$ cat src/rtl/core/baro_ins_altitude_fusion_core_macros.svh
// Assertion macros for the altitude fusion core.
`ifndef BARO_INS_ALTITUDE_FUSION_CORE_MACROS_SVH
`define BARO_INS_ALTITUDE_FUSION_CORE_MACROS_SVH

// Same-cycle implication, checked outside reset.
`define BIAF_ASSERT_NOW(label, ante, cons, msg) \
   label: assert property (@(posedge clock) disable iff (reset) (ante) |-> (cons)) \
      else $error(msg);

// Next-cycle implication, checked outside reset.
`define BIAF_ASSERT_NEXT(label, ante, cons, msg) \
   label: assert property (@(posedge clock) disable iff (reset) (ante) |=> (cons)) \
      else $error(msg);

`endif

$ cat src/rtl/core/biaf_pkg.sv
// Shared types, constants and the saturation function of the altitude fusion core.
package biaf_pkg;

   localparam int MUL_A_W   = 48;
   localparam int MUL_B_W   = 18;
   localparam int MUL_P_W   = 64;
   localparam int MUL_CNT_W = 5;

   localparam logic [MUL_CNT_W-1:0] NBITS_GAIN = 5'd18;
   localparam logic [MUL_CNT_W-1:0] NBITS_DT   = 5'd16;

   localparam logic [7:0] CSR_WARMUP_ITEMS = 8'd0;
   localparam logic [7:0] CSR_GAIN_ACC     = 8'd1;
   localparam logic [7:0] CSR_GAIN_VEL     = 8'd2;
   localparam logic [7:0] CSR_GAIN_POS     = 8'd3;

   typedef struct packed {
      logic                       start;
      logic signed [MUL_A_W-1:0]  a;
      logic [MUL_B_W-1:0]         b;
      logic [MUL_CNT_W-1:0]       nbits;
   } mul_req_type;

   function automatic logic signed [31:0] sat32(input logic signed [63:0] x);
      logic signed [63:0] hi;
      logic signed [63:0] lo;
      hi = 64'sd2147483647;
      lo = -64'sd2147483648;
      if (x > hi) begin
         sat32 = 32'sh7fffffff;
      end else if (x < lo) begin
         sat32 = 32'sh80000000;
      end else begin
         sat32 = x[31:0];
      end
   endfunction

endpackage

$ cat src/rtl/core/baro_ins_altitude_fusion_core.sv
// Top level of the barometer and inertial altitude fusion core.
//
//   Channel  Direction  Carries
//   req_     in         baro height, vertical acceleration, elapsed time
//   rsp_     out        fused height and speed, warming flag in tuser
//   csr_     in         register index and write data
//
// A warm-up request goes from acceptance straight to the result stage. A fusion
// request runs the error steps, then eight multiplications through one
// bit-serial shift-add unit with the acceleration step among them, then the
// integration steps; that shared multiplier sets the rate. One request is
// worked at a time. The result register lets the next request be accepted
// while the previous result still waits; a result that cannot be loaded
// stalls the core until the waiting one is taken.
// Reset is synchronous and clears all filter state and restores the register
// defaults.
module baro_ins_altitude_fusion_core #(
   parameter int DELAY_TAPS = 2,
   parameter int FRAC_BITS  = 16
) (
   input  logic        clock,
   input  logic        reset,
   input  logic        req_tvalid,
   output logic        req_tready,
   // [31:0] baro_height, [63:32] accel_vertical, [79:64] delta_time
   input  logic [79:0] req_tdata,
   output logic        rsp_tvalid,
   input  logic        rsp_tready,
   // [31:0] height_estimate, [63:32] speed_estimate
   output logic [63:0] rsp_tdata,
   // [0] warming
   output logic        rsp_tuser,
   input  logic        csr_valid,
   output logic        csr_ready,
   input  logic [7:0]  csr_index,
   input  logic [31:0] csr_data
);
   import biaf_pkg::*;

`include "baro_ins_altitude_fusion_core_macros.svh"

   typedef enum logic [9:0] {
      S_IDLE   = 10'b0000000001,
      S_ERR1   = 10'b0000000010,
      S_ERR2   = 10'b0000000100,
      S_MSTART = 10'b0000001000,
      S_MWAIT  = 10'b0000010000,
      S_MPOST  = 10'b0000100000,
      S_ACC    = 10'b0001000000,
      S_FIN1   = 10'b0010000000,
      S_FIN2   = 10'b0100000000,
      S_DONE   = 10'b1000000000
   } state_type;

   localparam logic signed [63:0] RND_F = 64'sd1 <<< (FRAC_BITS - 1);

   state_type state_ff, state_in;

   // Configuration registers.
   logic [15:0] warmup_items_ff;
   logic [17:0] gain_acc_ff, gain_vel_ff, gain_pos_ff;

   // Filter state.
   logic [15:0]        warmup_count_ff;
   logic signed [31:0] baro_offset_ff, acc_corr_ff, vel_corr_ff, pos_corr_ff;
   logic signed [31:0] prev_accel_ff, curr_accel_ff;
   logic signed [31:0] height_integral_ff, speed_integral_ff;
   logic signed [31:0] speed_out_ff, height_out_ff;
   logic signed [31:0] hist_ff [DELAY_TAPS+1];

   // Per-request working registers.
   logic signed [31:0]        baro_ff, accel_ff, err_ff;
   logic [15:0]               dt_ff;
   logic [2:0]                step_ff;
   logic signed [MUL_A_W-1:0] t1_ff, s_ff, inc_ff;
   logic                      warm_ff;

   // Result register.
   logic               rsp_valid_ff;
   logic signed [31:0] rsp_height_ff, rsp_speed_ff;
   logic               rsp_warm_ff;

   mul_req_type               mul_req;
   logic                      mul_done;
   logic signed [MUL_P_W-1:0] mul_product;
   logic signed [MUL_P_W-1:0] p_r8, p_rf, p_r9;
   logic signed [31:0]        corr_sel, corr_new;
   logic                      req_fire, warm_now, out_free;

   biaf_serial_mul u_mul (
      .clock       (clock),
      .reset       (reset),
      .mul_req     (mul_req),
      .mul_done    (mul_done),
      .mul_product (mul_product)
   );

   assign req_tready = (state_ff == S_IDLE);
   assign req_fire   = req_tvalid && req_tready;
   assign warm_now   = (warmup_count_ff < warmup_items_ff);
   assign out_free   = !rsp_valid_ff || rsp_tready;
   assign csr_ready  = 1'b1;

   // Rounded shifts of the product: round to nearest, ties upward.
   assign p_r8 = (mul_product + 64'sd128) >>> 8;
   assign p_rf = (mul_product + RND_F) >>> FRAC_BITS;
   assign p_r9 = (mul_product + 64'sd256) >>> 9;

   // Correction being finished by the odd steps: acc, vel, then pos.
   always_comb begin
      case (step_ff)
         3'd1:    corr_sel = acc_corr_ff;
         3'd3:    corr_sel = vel_corr_ff;
         default: corr_sel = pos_corr_ff;
      endcase
      corr_new = sat32(64'(corr_sel) + p_rf);
   end

   // Operand selection for the shared multiplier, one step at a time.
   always_comb begin
      mul_req.start = (state_ff == S_MSTART);
      case (step_ff)
         3'd0: begin
            mul_req.a = MUL_A_W'(err_ff); mul_req.b = gain_acc_ff;
            mul_req.nbits = NBITS_GAIN;
         end
         3'd2: begin
            mul_req.a = MUL_A_W'(err_ff); mul_req.b = gain_vel_ff;
            mul_req.nbits = NBITS_GAIN;
         end
         3'd4: begin
            mul_req.a = MUL_A_W'(err_ff); mul_req.b = gain_pos_ff;
            mul_req.nbits = NBITS_GAIN;
         end
         3'd6: begin
            mul_req.a = MUL_A_W'(prev_accel_ff) + MUL_A_W'(curr_accel_ff);
            mul_req.b = MUL_B_W'(dt_ff);
            mul_req.nbits = NBITS_DT;
         end
         3'd7: begin
            mul_req.a = (MUL_A_W'(speed_out_ff) <<< 1) + s_ff;
            mul_req.b = MUL_B_W'(dt_ff);
            mul_req.nbits = NBITS_DT;
         end
         default: begin
            mul_req.a = t1_ff; mul_req.b = MUL_B_W'(dt_ff);
            mul_req.nbits = NBITS_DT;
         end
      endcase
   end

   always_comb begin
      state_in = state_ff;
      unique case (state_ff)
         S_IDLE:   if (req_fire) state_in = warm_now ? S_DONE : S_ERR1;
         S_ERR1:   state_in = S_ERR2;
         S_ERR2:   state_in = S_MSTART;
         S_MSTART: state_in = S_MWAIT;
         S_MWAIT:  if (mul_done) state_in = S_MPOST;
         S_MPOST: begin
            if (step_ff == 3'd5) begin
               state_in = S_ACC;
            end else if (step_ff == 3'd7) begin
               state_in = S_FIN1;
            end else begin
               state_in = S_MSTART;
            end
         end
         S_ACC:    state_in = S_MSTART;
         S_FIN1:   state_in = S_FIN2;
         S_FIN2:   state_in = S_DONE;
         S_DONE:   if (out_free) state_in = S_IDLE;
         default:  state_in = S_IDLE;
      endcase
   end

   always_ff @(posedge clock) begin
      if (reset) begin
         state_ff           <= S_IDLE;
         warmup_items_ff    <= 16'd500;
         gain_acc_ff        <= 18'd2427;
         gain_vel_ff        <= 18'd21845;
         gain_pos_ff        <= 18'd65536;
         warmup_count_ff    <= '0;
         baro_offset_ff     <= '0;
         acc_corr_ff        <= '0;
         vel_corr_ff        <= '0;
         pos_corr_ff        <= '0;
         prev_accel_ff      <= '0;
         curr_accel_ff      <= '0;
         height_integral_ff <= '0;
         speed_integral_ff  <= '0;
         speed_out_ff       <= '0;
         height_out_ff      <= '0;
         for (int i = 0; i <= DELAY_TAPS; i++) begin
            hist_ff[i] <= '0;
         end
         rsp_valid_ff       <= 1'b0;
         step_ff            <= '0;
      end else begin
         state_ff <= state_in;

         if (csr_valid) begin
            unique case (csr_index)
               CSR_WARMUP_ITEMS: warmup_items_ff <= csr_data[15:0];
               CSR_GAIN_ACC:     gain_acc_ff     <= csr_data[17:0];
               CSR_GAIN_VEL:     gain_vel_ff     <= csr_data[17:0];
               CSR_GAIN_POS:     gain_pos_ff     <= csr_data[17:0];
               default:          ;
            endcase
         end

         // A new result is loaded as soon as the register is free.
         if (state_ff == S_DONE && out_free) begin
            rsp_valid_ff <= 1'b1;
         end else if (rsp_tready) begin
            rsp_valid_ff <= 1'b0;
         end

         unique case (state_ff) inside
            S_IDLE: begin
               if (req_fire) begin
                  baro_ff  <= req_tdata[31:0];
                  accel_ff <= req_tdata[63:32];
                  dt_ff    <= req_tdata[79:64];
                  warm_ff  <= warm_now;
                  step_ff  <= '0;
                  if (warm_now) begin
                     // Warm-up: clear the corrections and latch the offset.
                     acc_corr_ff     <= '0;
                     vel_corr_ff     <= '0;
                     pos_corr_ff     <= '0;
                     baro_offset_ff  <= req_tdata[31:0];
                     warmup_count_ff <= warmup_count_ff + 16'd1;
                  end
               end
            end
            S_ERR1: err_ff <= sat32(64'(baro_ff) - 64'(baro_offset_ff));
            S_ERR2: err_ff <= sat32(64'(err_ff) - 64'(hist_ff[DELAY_TAPS]));
            S_MSTART, S_MWAIT: ;
            S_MPOST: begin
               case (step_ff) inside
                  3'd0, 3'd2, 3'd4: t1_ff <= p_r8[MUL_A_W-1:0];
                  3'd1: acc_corr_ff <= corr_new;
                  3'd3: vel_corr_ff <= corr_new;
                  3'd5: pos_corr_ff <= corr_new;
                  3'd6: s_ff <= p_r9[MUL_A_W-1:0];
                  default: inc_ff <= p_r9[MUL_A_W-1:0];
               endcase
               if (step_ff != 3'd5 && step_ff != 3'd7) begin
                  step_ff <= step_ff + 3'd1;
               end
            end
            S_ACC: begin
               prev_accel_ff <= curr_accel_ff;
               curr_accel_ff <= sat32(64'(accel_ff) + 64'(acc_corr_ff));
               step_ff       <= 3'd6;
            end
            S_FIN1: begin
               height_integral_ff <= sat32(64'(height_integral_ff) + 64'(inc_ff));
               speed_integral_ff  <= sat32(64'(speed_integral_ff) + 64'(s_ff));
            end
            S_FIN2: begin
               height_out_ff <= sat32(64'(height_integral_ff) + 64'(pos_corr_ff));
               speed_out_ff  <= sat32(64'(speed_integral_ff) + 64'(vel_corr_ff));
               hist_ff[0]    <= sat32(64'(height_integral_ff) + 64'(pos_corr_ff));
               for (int i = 1; i <= DELAY_TAPS; i++) begin
                  hist_ff[i] <= hist_ff[i-1];
               end
            end
            S_DONE: begin
               if (out_free) begin
                  rsp_height_ff <= height_out_ff;
                  rsp_speed_ff  <= speed_out_ff;
                  rsp_warm_ff   <= warm_ff;
               end
            end
            default: ;
         endcase
      end
   end

   assign rsp_tvalid = rsp_valid_ff;
   assign rsp_tdata  = {rsp_speed_ff, rsp_height_ff};
   assign rsp_tuser  = rsp_warm_ff;

   // A finished multiplication is always picked up in the following cycle.
   `BIAF_ASSERT_NEXT(a_mul_post, (state_ff == S_MWAIT) && mul_done, state_ff == S_MPOST,
      "multiplier result not consumed")
   // A warm-up request goes straight to the result stage.
   `BIAF_ASSERT_NEXT(a_warm_path, req_fire && warm_now, state_ff == S_DONE,
      "warm-up request entered fusion")
   // The newest delay-line tap always follows the fused height.
   `BIAF_ASSERT_NEXT(a_hist_head, state_ff == S_FIN2, hist_ff[0] == height_out_ff,
      "delay line out of step with fused height")

endmodule

$ cat src/rtl/core/biaf_serial_mul.sv
// Bit-serial signed by unsigned shift-add multiplier.
module biaf_serial_mul (
   input  logic                               clock,
   input  logic                               reset,
   input  biaf_pkg::mul_req_type              mul_req,
   output logic                               mul_done,
   output logic signed [biaf_pkg::MUL_P_W-1:0] mul_product
);
   import biaf_pkg::*;

   logic                      busy_ff;
   logic                      done_ff;
   logic [MUL_CNT_W-1:0]      cnt_ff;
   logic signed [MUL_P_W-1:0] acc_ff;
   logic signed [MUL_P_W-1:0] a_sh_ff;
   logic [MUL_B_W-1:0]        b_sh_ff;
   logic signed [MUL_P_W-1:0] acc_in;

   // One multiplier bit per cycle, taken from the low end.
   assign acc_in = b_sh_ff[0] ? (acc_ff + a_sh_ff) : acc_ff;

   always_ff @(posedge clock) begin
      if (reset) begin
         busy_ff <= 1'b0;
         done_ff <= 1'b0;
      end else begin
         done_ff <= 1'b0;
         if (mul_req.start) begin
            busy_ff <= 1'b1;
         end else if (busy_ff && cnt_ff == MUL_CNT_W'(1)) begin
            busy_ff <= 1'b0;
            done_ff <= 1'b1;
         end
      end
   end

   always_ff @(posedge clock) begin
      if (mul_req.start) begin
         acc_ff  <= '0;
         a_sh_ff <= MUL_P_W'(mul_req.a);
         b_sh_ff <= mul_req.b;
         cnt_ff  <= mul_req.nbits;
      end else if (busy_ff) begin
         acc_ff  <= acc_in;
         a_sh_ff <= a_sh_ff <<< 1;
         b_sh_ff <= b_sh_ff >> 1;
         cnt_ff  <= cnt_ff - MUL_CNT_W'(1);
      end
   end

   assign mul_done    = done_ff;
   assign mul_product = acc_ff;

endmodule

$ cat config.mk
export PLATFORM = sky130hd
export DESIGN_NAME = baro_ins_altitude_fusion_core
export DESIGN_NICKNAME = d
export VERILOG_FILES = /design/src/rtl/core/biaf_pkg.sv /design/src/rtl/core/baro_ins_altitude_fusion_core.sv /design/src/rtl/core/biaf_serial_mul.sv
export VERILOG_INCLUDE_DIRS = /design/src /design/src/rtl/core
export SDC_FILE = /design/constraint.sdc
export NUM_CORES = 2
export LEC_CHECK = 0
export ABC_AREA = 1
export BUFFER_PORTS_ARGS = -buffer_cell sky130_fd_sc_hd__buf_2
export CORE_MARGIN = 2
export CORE_UTILIZATION = 45
export DETAILED_ROUTE_END_ITERATION = 6
export GPL_ROUTABILITY_DRIVEN = 0
export HOLD_SLACK_MARGIN = 0.08
export SYNTH_ARGS = -nofsm -noshare
export SYNTH_HDL_FRONTEND = slang
export SYNTH_SLANG_ARGS = --single-unit
$ cat constraint.sdc
create_clock -name clock -period 10 [get_ports clock]
set_clock_uncertainty 0.05 [all_clocks]
set_input_delay 2 -clock clock [delete_from_list [all_inputs] [get_ports clock]]
set_output_delay 2 -clock clock [all_outputs]
set_load 0.01 [all_outputs]
* Yosys cells after proc, flatten, opt, wreduce, memory -nomap -nowiden *
Memory sizes are Yosys's and may differ from the RTL's.
Cells that the tools add are included.

word-level totals
  word-level logic and storage cells = 211
  output and inout port bits = 68
  bits of input ports = 125
  memory bits (writable) = 96
  register bits after elaboration = 895
  memories = 1

cells by class
  eq/ne operators = 34
  multiplexer cells = 64
  bitwise operators = 9
  reductions and logical operators = 34
  magnitude comparators = 17
  add/subtract/negate cells = 17

memory list
  name     depth  bits a word  rd ports  clocked after Yosys merged registers in  write ports  line                                 text
  hist_ff  3      32           3         0                                        3            baro_ins_altitude_fusion_core.sv:69  logic signed [31:0] hist_ff [DELAY_TAPS+1];

operators by type and width
  kind                      count
  $mux W32                  32
  $pmux W71 S5              1
  $pmux W32 S2              5
  $gt A33 B32 Y1 const B    5
  $lt A33 B32 Y1 const B    5
  $add A32 B48 Y49          3
  $gt A49 B32 Y1 const B    3
  $lt A49 B32 Y1 const B    3
  $add A32 B32 Y33          4
  $mux W64                  2
  $pmux W10 S9              1
  $sub A32 B32 Y33          2
  $add A64 B17 Y64 const B  1
  $add A64 B64 Y64          1
  $add A57 B10 Y57 const B  1
  $add A56 B9 Y56 const B   1
  $mux W10                  5
  $add A33 B48 Y48          1
  $mux W18                  2
  $reduce_and A7 Y1         3
  $reduce_and A3 Y1         6
  $add A16 B1 Y16 const B   1
  $eq A8 B2 Y1 const B      2
  $lt A16 B16 Y1            1
  other kinds (39)          84

* Depth between registers and ports, before layout *
  depth after elaboration = 11
  depth in mapped cells = 33
  depth with buffers taken out = 31

* Modules after synthesis *
A second synthesis with hierarchy kept.

second synthesis, totals
  cells, all modules = 10521
  area total of the unflattened synthesis = 71785.1 um^2

modules (own cells, without submodules)
  module                         seq. area each (um^2)  cells each  times used  area an instance (um^2)
  baro_ins_altitude_fusion_core  20960.1                8527        1           59689.7
  biaf_serial_mul                3933.8                 1994        1           12095.4

* Worst setup path after synthesis *
No wires, ideal clock.

  path type = input to register
  start = input reset
  end = register accel_ff[0] (enable)
  buffers on the path = 2
  slack = 1.397 ns
  required time = 9.331 ns
  data arrival time = 7.934 ns
  setup time = 0.619 ns
  cell stages on the path = 3
  path through = clkbuf_1 clkbuf_1 nor3_1

between the ends
  word-level cells in the longest chain between the ends = 2

ends and longest elaborated chain
  element                      line                                  text
  start: declaration           baro_ins_altitude_fusion_core.sv:22   input logic reset,
  $not A1 Y1 (no line)         n/a
  $reduce_and A3 Y1 (no line)  n/a
  end signal: assignment       baro_ins_altitude_fusion_core.sv:224  accel_ff <= req_tdata[63:32];
  end: declaration             baro_ins_altitude_fusion_core.sv:72   logic signed [31:0] baro_ff, accel_ff, err_ff;

Every way passes these cells.
A chain may end at the register's enable or synchronous reset.

* Worst setup path in the final report *
  start = register u_mul.acc_ff[20], in the netlist u_mul.mul_product[20]
  end = register acc_corr_ff[4]

between the ends
  word-level cells in the longest chain between the ends = 8
  elaborated cells on any way between the ends = 9
  those cells by class = 2 x add/sub; 2 x order compare; 5 x mux

ends and longest elaborated chain
  element                    line                                  text
  start: declaration         biaf_serial_mul.sv:14                 logic signed [MUL_P_W-1:0] acc_ff;
  start signal: assignment   biaf_serial_mul.sv:44                 acc_ff <= acc_in;
  $add A64 B17 Y64 (*)       baro_ins_altitude_fusion_core.sv:106  assign p_rf = (mul_product + RND_F) >>> FRAC_BITS;
  $add A32 B48 Y49 (*)       baro_ins_altitude_fusion_core.sv:116  corr_new = sat32(64'(corr_sel) + p_rf);
  $lt A49 B32 Y1             biaf_pkg.sv:31                        end else if (x < lo) begin
  $mux W32                   biaf_pkg.sv:31
  $mux W32 (*)               biaf_pkg.sv:29                        if (x > hi) begin
  $mux W32 (*) (2 in a row)  baro_ins_altitude_fusion_core.sv:242  case (step_ff) inside
  $pmux W32 S2 (*)           baro_ins_altitude_fusion_core.sv:220  unique case (state_ff) inside
  end signal: assignment     baro_ins_altitude_fusion_core.sv:244  3'd1: acc_corr_ff <= corr_new;
  end: declaration           baro_ins_altitude_fusion_core.sv:65   logic signed [31:0] baro_offset_ff, acc_corr_ff, vel_corr_ff, pos_corr_ff;

Every way passes the cells marked *; elsewhere a longest branch is shown, timed or not. The select of a mux whose other input is x is not followed.

==> metrics.txt <==
status=finished clean; share of cells above drive strength 1=about 6.2%; CTS root buf=clkbuf_16; antenna-violating nets left=0; Clock transition at path regs=~0.060 ns; area grow syn2layout=9.65%; routed wire length=~250000 um; sequential element share of the synthesized area=35.9%; Vias=between 60000 and 70000; synth unique cells=72; final core utilization=approximately 50%; Die Width=about 400 um; row cnt=144; # resized after CTS=0; CTS tree=built; Worst Path Arrival=between 7 and 8 ns; fin crit share=between 60 and 70%; gr ovfl total=0; Port Buf Inserts=about 180; Setup crit end kind=flip-flop; synthesized area per cell=approximately 7.2 sq um; Setup Viol. Count Final=0; GR Util All Layers=31.3%; P_leak=about 35 nW; drt wl/cell=21.4 um; crit start category=flip-flop; number of synthesized flops with an enable pin=around 500; vias in the first global route=approximately 61000; max_cap viols=0; FF-to-FF path depth=23; Rel. slew slack=under 10%; RSZ-0062 raised after global routing=false; Die Y=a little under 400 um; initial DRC count=between 7000 and 8000; clk sink count=about 990; fin crit period=6.68 ns; crit path kind=flip-flop to flip-flop; IO Pins=193; Critical Path Fanout Max=31; drt pass-1 iters=7; Synth async-reset ratio=0%; H-tree depth=3; setup TNS=0 ns; dpl cells=between 10000 and 15000; Hold Crit Class=flip-flop to flip-flop; Hold Path Cell Cnt=0; Fill cells=approximately 15000; Finished Layout Cells=roughly 12000; routed vias/inst=approximately 5.7; synthesis-stage register bit count=approximately 990; pin count of the biggest net entering global routing=148; Pwr Density=about 200 nW/um^2; antenna violations before repair=17; post-CTS setup buffer count=0; CTS max path bufs=3; Hold Slack=between 0.3 and 0.4 ns; commonest non-fill, non-tap cells in the layout=nand2_1, nor2_1, inv_1, a21oi_1, o21ai_0; Worst-Skew Late Latency=0.76 ns; die area=between 150000 and 200000 sq um; post-synthesis instance total=slightly below 10000; Worst-Margin Slew=approximately 1.4 ns; hold_buf cts=0; core area=~150000 sq um; CP required=between 10 and 15 ns; VDD IR max=between 0.15 and 0.2 mV; Initial Utilization=a little under half; first-pass GRT wire length=roughly 380000 um; fmax=roughly 150 MHz; DRC Markers=0; commonest non-fill, non-tap cell in the layout=nand2_1; Hold Vio Cnt, Final=0; hpwl dp=around 200000 um; Post-synth top flop=edfxtp_1; max-slew violation count=0; CTS Buf Count=approximately 110; # nets final=about 10000; yosys warns=0; Net Count, Synth=approximately 10000; Synth Cell Area=slightly below 70000 sq um
[registers in the layout, summed over array words and instances, names as in the netlist, 32 cells and up]
register	cells
baro_ff	32
hist_ff	96
rsp_speed_ff	32
vel_corr_ff	32
pos_corr_ff	32
u_mul.a_sh_ff	64
u_mul.mul_product	64
inc_ff	48
t1_ff	48
baro_offset_ff	32
height_integral_ff	32
accel_ff	32
speed_integral_ff	32
rsp_height_ff	32
height_out_ff	32
err_ff	32
prev_accel_ff	32
speed_out_ff	32
s_ff	48
curr_accel_ff	32
acc_corr_ff	32
[cells by family (layout without fill, tap and decap cells)]
| family | count (synthesis) | after routing | share of synthesized area, % |
|---|---|---|---|
| fa+ha+maj | 483 | 483 | 8.84 |
| other cells | 1 | 6 | 0.00541 |
| simple gates | 4160 | 4160 | 24.8 |
| buf+inv | 1446 | 1638 | 8.12 |
| xor+xnor | 399 | 399 | 5.08 |
| flops | 991 | 991 | 35.9 |
| compound gates | 2158 | 2158 | 17.3 |
[stage by stage]
stage                     instance area (sq um)  worst slack (ns)  power, mW
final                                     76000              3.32       15.4
after global placement                    72200              3.67       10.9
after global routing                      76000              3.19       16.2
after detailed placement                  72200              3.62       11.0
after floorplan                           69300              1.40       9.01
after CTS                                 76000              3.59       15.2
[cells in the mapped netlist, drive strengths merged (33+ instances only)]
cell	number	area, sq um
edfxtp	505	15200
o21ai	732	3720
ha	472	5910
o21a	60	450
clkbuf	175	657
o211ai	61	458
a21oi	1059	5410
nor3	128	682
nand3	401	2050
nor2	1267	4800
inv	1193	4480
nor4	44	315
or2	33	206
nand2	2130	8100
a21o	38	285
a31oi	51	319
nand4	110	688
xor2	266	2360
dfxtp	486	9730
xnor2	133	1160
buf	73	473
[critical path: stages, from the launching register on]
cell and delay [ns]:
dfxtp_1 0.49, inv_1 0.16, nor4_1 0.69, nand2_1 0.36, nor3b_1 0.65, nand2_1 0.25, xor2_1 0.58, inv_1 0.12
ha_1 0.41, nand2_1 0.12, nor2_1 0.20, inv_1 0.06, o21ai_0 0.29, a21oi_1 0.10, nand3_1 0.10, nand2_1 0.07
nor2_1 0.13, nand2_1 0.07, nor2_1 0.09, nand4_1 0.12, nand2_1 0.99, nand2_1 0.18, nand2_2 0.17, a21oi_1 0.08
[final cells by class]
| cell class | count | area [sq um] | area share [%] |
|---|---|---|---|
| Multi-Input combinational cell | 7201 | 38900 | 51.2 |
| Sequential cell | 991 | 24900 | 32.7 |
| Inverter | 1198 | 4500 | 5.92 |
| Clock buffer | 148 | 3140 | 4.13 |
| Tap cell | 2044 | 2560 | 3.36 |
| Timing Repair Buffer | 228 | 1280 | 1.69 |
| Clock inverter | 64 | 698 | 0.918 |
| Antenna cell | 5 | 12.5 | 0.0165 |
[final timing paths]
check / startpoint / end / slack, ns
min: warm_ff / rsp_tuser / 0.38
max reg2reg: u_mul.mul_product[20] / acc_corr_ff[4] / 3.32
max: u_mul.mul_product[20] / acc_corr_ff[4] / 3.32
min reg2reg: warm_ff / rsp_tuser / 0.38
[per-layer routing]
layer / GRT usage (%) / vias to the layer above / part of all wire [%]
met5: 0 / - / 0.027
met4: 15.0 / 12 / 5.5
met3: 5.36 / 543 / 9.1
met2: 47.2 / 3023 / 42
met1: 43.5 / 31252 / 43
li1: - / 32361 / -
[report_power, final]
part	total [mW]	internal (mW)	switching (mW)
logic	6.06	1.80	4.27
clock network	4.27	2.44	1.83
registers	5.05	4.65	0.406
(Power assumes the default switching activity.)
